<file path="config.mk">
export PLATFORM = sky130hd
export DESIGN_NAME = bop_scale
export DESIGN_NICKNAME = d
export VERILOG_FILES = /design/src/rtl/bop_pkg.sv /design/src/rtl/bop_scale.sv
export SDC_FILE = /design/constraint.sdc
export NUM_CORES = 2
export LEC_CHECK = 0
export ABC_AREA = 1
export BUFFER_PORTS_ARGS = -buffer_cell sky130_fd_sc_hd__clkbuf_2
export CAP_MARGIN = 20
export CORE_MARGIN = 5
export CORE_UTILIZATION = 49
export DETAILED_ROUTE_END_ITERATION = 16
export PLACE_DENSITY = 0.65
export SYNTH_ARGS = -nofsm -noshare
export SYNTH_HDL_FRONTEND = slang
export SYNTH_SLANG_ARGS = --single-unit
</file>
<file path="constraint.sdc">
create_clock -name i_clk -period 11 [get_ports i_clk]
set_input_delay 1.1 -clock i_clk [delete_from_list [all_inputs] [get_ports i_clk]]
set_output_delay 1.1 -clock i_clk [all_outputs]
set_load 0.1 [all_outputs]
</file>
<file path="src/rtl/bop_pkg.sv">
package bop_pkg;

    localparam int unsigned BOP_FACTOR_W = 32;
    localparam int unsigned BOP_LO_W     = 32;
    // high slice of a price, sized for the widest price the block supports
    localparam int unsigned BOP_HI_W     = 16;
    localparam int unsigned CFG_IDX_W    = 3;
    localparam int unsigned CFG_DATA_W   = 32;
    localparam int unsigned STEP_CFG_W   = 10;

    localparam logic [CFG_IDX_W-1:0] CFG_STEP_COUNT     = 3'd0;
    localparam logic [CFG_IDX_W-1:0] CFG_DOWN_FACTOR    = 3'd1;
    localparam logic [CFG_IDX_W-1:0] CFG_UP_DOWN_RATIO  = 3'd2;
    localparam logic [CFG_IDX_W-1:0] CFG_DISC_PROB_UP   = 3'd3;
    localparam logic [CFG_IDX_W-1:0] CFG_DISC_PROB_DOWN = 3'd4;

    typedef struct packed {
        logic [31:0] spot;
        logic [31:0] strike;
        logic        option_kind;
    } t_bop_in;

    typedef struct packed {
        logic [31:0] option_value;
        logic        saturated;
    } t_bop_out;

endpackage

</file>
<file path="src/rtl/bop_scale.sv">
// Truncating product of a price and a 32-bit factor, shifted right by 30 or 32.
// Two stages: partial products, then align and add.
module bop_scale #(
    parameter int unsigned PRICE_WIDTH = 32
) (
    input  logic                   i_clk,
    input  logic [PRICE_WIDTH-1:0] i_price,
    input  logic [31:0]            i_factor,
    input  logic                   i_q30,
    output logic [PRICE_WIDTH+1:0] o_result
);

    import bop_pkg::*;

    logic [63:0]                     w_price64;
    logic [BOP_LO_W-1:0]             w_lo;
    logic [BOP_HI_W-1:0]             w_hi;
    logic [BOP_LO_W+BOP_FACTOR_W-1:0] r_lo_prod;
    logic [BOP_HI_W+BOP_FACTOR_W-1:0] r_hi_prod;
    logic                            r_q30;
    logic [BOP_HI_W+BOP_FACTOR_W+1:0] w_sum;
    logic [PRICE_WIDTH+1:0]          r_result;

    assign w_price64 = 64'(i_price);
    assign w_lo      = w_price64[BOP_LO_W-1:0];
    assign w_hi      = w_price64[BOP_LO_W+BOP_HI_W-1:BOP_LO_W];

    always_ff @(posedge i_clk) begin
        r_lo_prod <= w_lo * i_factor;
        r_hi_prod <= w_hi * i_factor;
        r_q30     <= i_q30;
        r_result  <= w_sum[PRICE_WIDTH+1:0];
    end

    // high partial product sits 2^32 above the low one
    always_comb begin
        if (r_q30) begin
            w_sum = {r_hi_prod, 2'b00}
                  + (BOP_HI_W+BOP_FACTOR_W+2)'(r_lo_prod[63:30]);
        end else begin
            w_sum = (BOP_HI_W+BOP_FACTOR_W+2)'(r_hi_prod)
                  + (BOP_HI_W+BOP_FACTOR_W+2)'(r_lo_prod[63:32]);
        end
    end

    assign o_result = r_result;

endmodule

</file>
# Yosys cells after proc, flatten, opt, wreduce, memory -nomap -nowiden
# Index checks and enable logic that the tools add are counted.
[totals] reg_bits=99 latchBits=0 ram_bits=0 rom_bits=0 inputBits=66 out_inout_bits=34 word_cells=6 n_memories=0
[op_classes] add_sub_neg=0 multipliers=1 n_div=0 order_cmp=0 eq_ne=0 shifts=0 n_mux=1 bitwise=0 reduce_logical=0
[op_table] op="32-bit by 32-bit multiplier with 64-bit output" count=1
[op_table] op="32-bit 2-to-1 mux" count=1

# Depth between registers and ports, before layout
[logic_depth] word_depth=1 depth_mapped=32

# Worst setup path before layout
# No wires, ideal clock.
[synth_path] kind="input to register" from="input i_price[25]" to="register r_lo_prod[58]" setup_ns=0.112 arrival_time_ns=6.877 required_ns=10.888 slack_ns=4.011 stages=26 n_path_buf=1 cell_sequence="clkbuf_1 nand2_1 fa_1 inv_1 fa_1 inv_1 fa_1 inv_1 fa_1 fa_1 fa_1 fa_1 inv_1 fa_1 inv_1 ha_1 nand2_1 inv_1 a21oi_1 o21ai_0 a21oi_1 nor2_1 nor2_1 nand2_1 nand2_1 nand2_1"
[synth_via] elab_chain_len=1
[synth_lines] element="from (decl)" line="bop_scale.sv:7" text="input logic [PRICE_WIDTH-1:0] i_price,"
[synth_lines] element="32-bit by 32-bit multiplier with 64-bit output" line="bop_scale.sv:29" text="r_lo_prod <= w_lo * i_factor;"
[synth_lines] element="to (signal assigned)" line="bop_scale.sv:29"
[synth_lines] element="to (decl)" line="bop_scale.sv:18" text="logic [BOP_LO_W+BOP_FACTOR_W-1:0] r_lo_prod;"
# Every way passes these cells.
# A chain may end at the register's enable or synchronous reset.

# Worst setup path after layout
# Ends and elaborated chain as after synthesis.

==> summary.md <==
| Metric | Value |
|---|---|
| Status | `completed` |
| Register area share after synthesis | `0.0375` |
| Initial antenna violation count | `2` |
| Number of CTS-inserted buffers | `9` |
| Die area | `80,700 sq um` |
| Tmin final | `around 8 ns` |
| GR Util All Layers | `0.249` |
| Initial Utilization | `0.494` |
| Fillcell total | `7,278` |
| Synth top area share | `0.487` |
| Synthesized area | `roughly 37,000 sq um` |
| Placed cell areas | `37,900 sq um` |
| Adder-cell area share of the yosys netlist | `0.575` |
| First-pass GRT wire length | `163,000 microns` |
| Nets | `6,035` |
| Grt total ovfl | `0` |
| Synth top area cells | `fa_1, inv_1, nand2_1, ha_1, dfxtp_1` |
| Largest family of logic cells by synthesized area | `adder cells` |
| Total core area | `74,400 sq um` |
| Simple-gate area share of the yosys netlist | `0.168` |
| Synth cell count leaders | `inv_1, nand2_1, fa_1` |
| Die Y | `284 microns` |
| Routed WL | `96,000 microns` |
| Number of global-route vias before repair | `30,900` |
| Synth cell types | `31` |
| EDFF count, synth | `0` |
| Clk slew on worst S/H paths | `0.06 ns` |
| Iter 0 DRT Violations | `1,650` |
| Largest net degree at the start of global routing | `65` |
| Unrepaired setup endpoints after global routing | `no` |
| Clock buffer depth | `2` |
| Synthesis-to-finish area growth | `3.73%` |
| RePlAce Congestion | `0.984` |
| Critical Path End Type | `flip-flop` |
| Worst hold slack | `0.454 ns` |
| Worst Setup Path Type | `in2reg` |
| CTS tree | `built` |
| Max-Cap Viols | `0` |
| Period utilization | `0.720` |
| FP Rows | `100` |
| CTS Root Cell | `clkbuf_16` |
| Syn. warnings | `0` |
| Residual DRC | `0` |
| Num Clock Sinks | `69` |
| Top Ports | `100` |
| Routed vias | `28,400` |
| Final HPWL DP | `approximately 80,000 microns` |
| Max Clock Freq | `126 MHz` |
| Design Area, Final | `38,200 sq um` |
| Cells after Synth | `4,886` |
| Hold Crit Class | `reg2reg` |
| Synth async-reset ratio | `0` |
| Post-CTS Hold Fix Bufs | `0` |
| Die Span X | `284 microns` |
| Mux cell area share after synthesis | `0.000612` |
| Setup repair bufs after CTS | `0` |
| Layout cell share with drive strength beyond 1 | `0.0320` |
| Req. time, crit path | `11.22 ns` |
| Post-Syn Nets | `6,107` |
| Number of cells after detailed placement | `5,772` |
| Final Hold Fails | `0` |
| Wirelength per Cell | `16.6 microns` |
| Post-Synth XOR/XNOR Area | `0.00262` |
| Actual slew at the worst max-slew pin | `1.06 ns` |
| Critical path arrival | `8.14 ns` |
| Clock Skew | `approximately 0.013 ns` |
| Worst rel slew slack | `0.295` |
| Clk Latency, worst-skew pair | `about 0.34 ns` |
| Slew Viols, Final | `0` |
| Final setup TNS | `0 ns` |
| Top_reg_cell synth | `dfxtp_1` |
| Antenna violation net count after detailed routing | `0` |
| Cell taking the most area after synthesis | `fa_1` |
| Compound-cell area share of the yosys netlist | `0.0270` |
| Number of gates resized after CTS | `0` |
| Cell with the most instances after synthesis | `inv_1` |
| Vias/cell | `about 4.9` |
| Worst-path fanout max | `32` |
| Yosys reg bits | `69` |
| PortBufs | `between 90 and 100` |
| Avg Cell Area, Syn | `7.53 sq um` |
| Drt pass-1 iters | `6` |
| Setup violators final | `0` |
| H-Tree Level Count | `3` |
| Startpoint Class | `input port` |
| Finished Layout Cells | `slightly below 6,000` |
==> worst paths after layout <==
check                start  slack [ns]            end  depth (start not counted)
max            i_price[25]        3.08  r_lo_prod[58]                         26
min          r_lo_prod[36]        0.45    o_result[6]                          2
max reg2reg          r_q30        9.52    o_result[1]                          1
min reg2reg  r_lo_prod[36]        0.45    o_result[6]                          2
==> cells in the final DEF, fill, tap and decap left out, drive strengths merged <==
cell / n
and3: 1
a21oi: 103
o21a: 4
nor4: 3
inv: 1654
nand4: 4
buf: 17
diode: 2
o211ai: 1
nand3b: 3
a21o: 3
xnor2: 2
nand2: 1370
nor3: 13
o21bai: 8
ha: 260
clkinv: 4
nor2: 170
nand3: 44
xor2: 9
a21boi: 1
clkbuf: 108
o21ai: 69
clkinvlp: 2
mux2: 2
fa: 895
dfxtp: 69
==> metal layers <==
layer / vias up / track usage / share of wire
met5: - / 0 / 0.00014
li1: 13200 / - / -
met2: 869 / 0.456 / 0.52
met4: 2 / 0.0552 / 0.027
met1: 14200 / 0.325 / 0.41
met3: 164 / 0.0173 / 0.049
==> area by class of cell <==
class	instances	area, sq um	share of cell area
repair buffers	116	623	0.0163
inverters	1653	6200	0.163
multi-input cells	2965	28500	0.746
well taps	969	1210	0.0318
clock buffers	9	225	0.00590
diodes	2	5.00	0.000131
flip-flops and latches	69	1380	0.0362
clock inverters	7	51.3	0.00134
==> state kept, by name, summed over array words and instances, names as in the netlist <==
| signal | count |
|---|---|
| r_lo_prod | 34 |
| r_q30 | 1 |
| o_result | 34 |
==> kinds of logic (layout without fill, tap and decap cells) <==
kind of cell               Yosys count  after routing
buffers and inverters             1852           1785
and+or+nand+nor                   1608           1608
adders and majority gates         1155           1155
AOI/OAI and AO/OA                  189            189
DFF                                 69             69
xor gates and xnor gates            11             11
muxes                                2              2
other                                0              2
==> worst max-delay path, stage by stage <==
cell	delay, ns
clkbuf_2	0.73
nand2_1	0.19
fa_1	0.58
inv_1	0.06
fa_1	0.54
inv_1	0.06
fa_1	0.53
inv_1	0.05
fa_1	0.51
fa_1	0.57
fa_1	0.43
fa_1	0.53
inv_1	0.06
fa_1	0.47
inv_1	0.04
ha_1	0.33
nand2_1	0.15
inv_1	0.05
a21oi_1	0.25
o21ai_0	0.21
a21oi_1	0.30
nor2_1	0.07
nor2_1	0.13
nand2_1	0.07
nand2_1	0.05
nand2_1	0.05
==> stage by stage <==
step | utilization | worst slack [ns]
4_1_cts | 0.513 | 3.06
6_report | 0.513 | 3.08
5_1_grt | 0.513 | 2.77
3_3_place_gp | 0.509 | 2.71
2_1_floorplan | - | 4.01
3_5_place_dp | 0.509 | 2.73
Power is left out: the tool's default activity adds up to more than one toggle a clock period on the data nets, which glitch-free logic cannot reach.
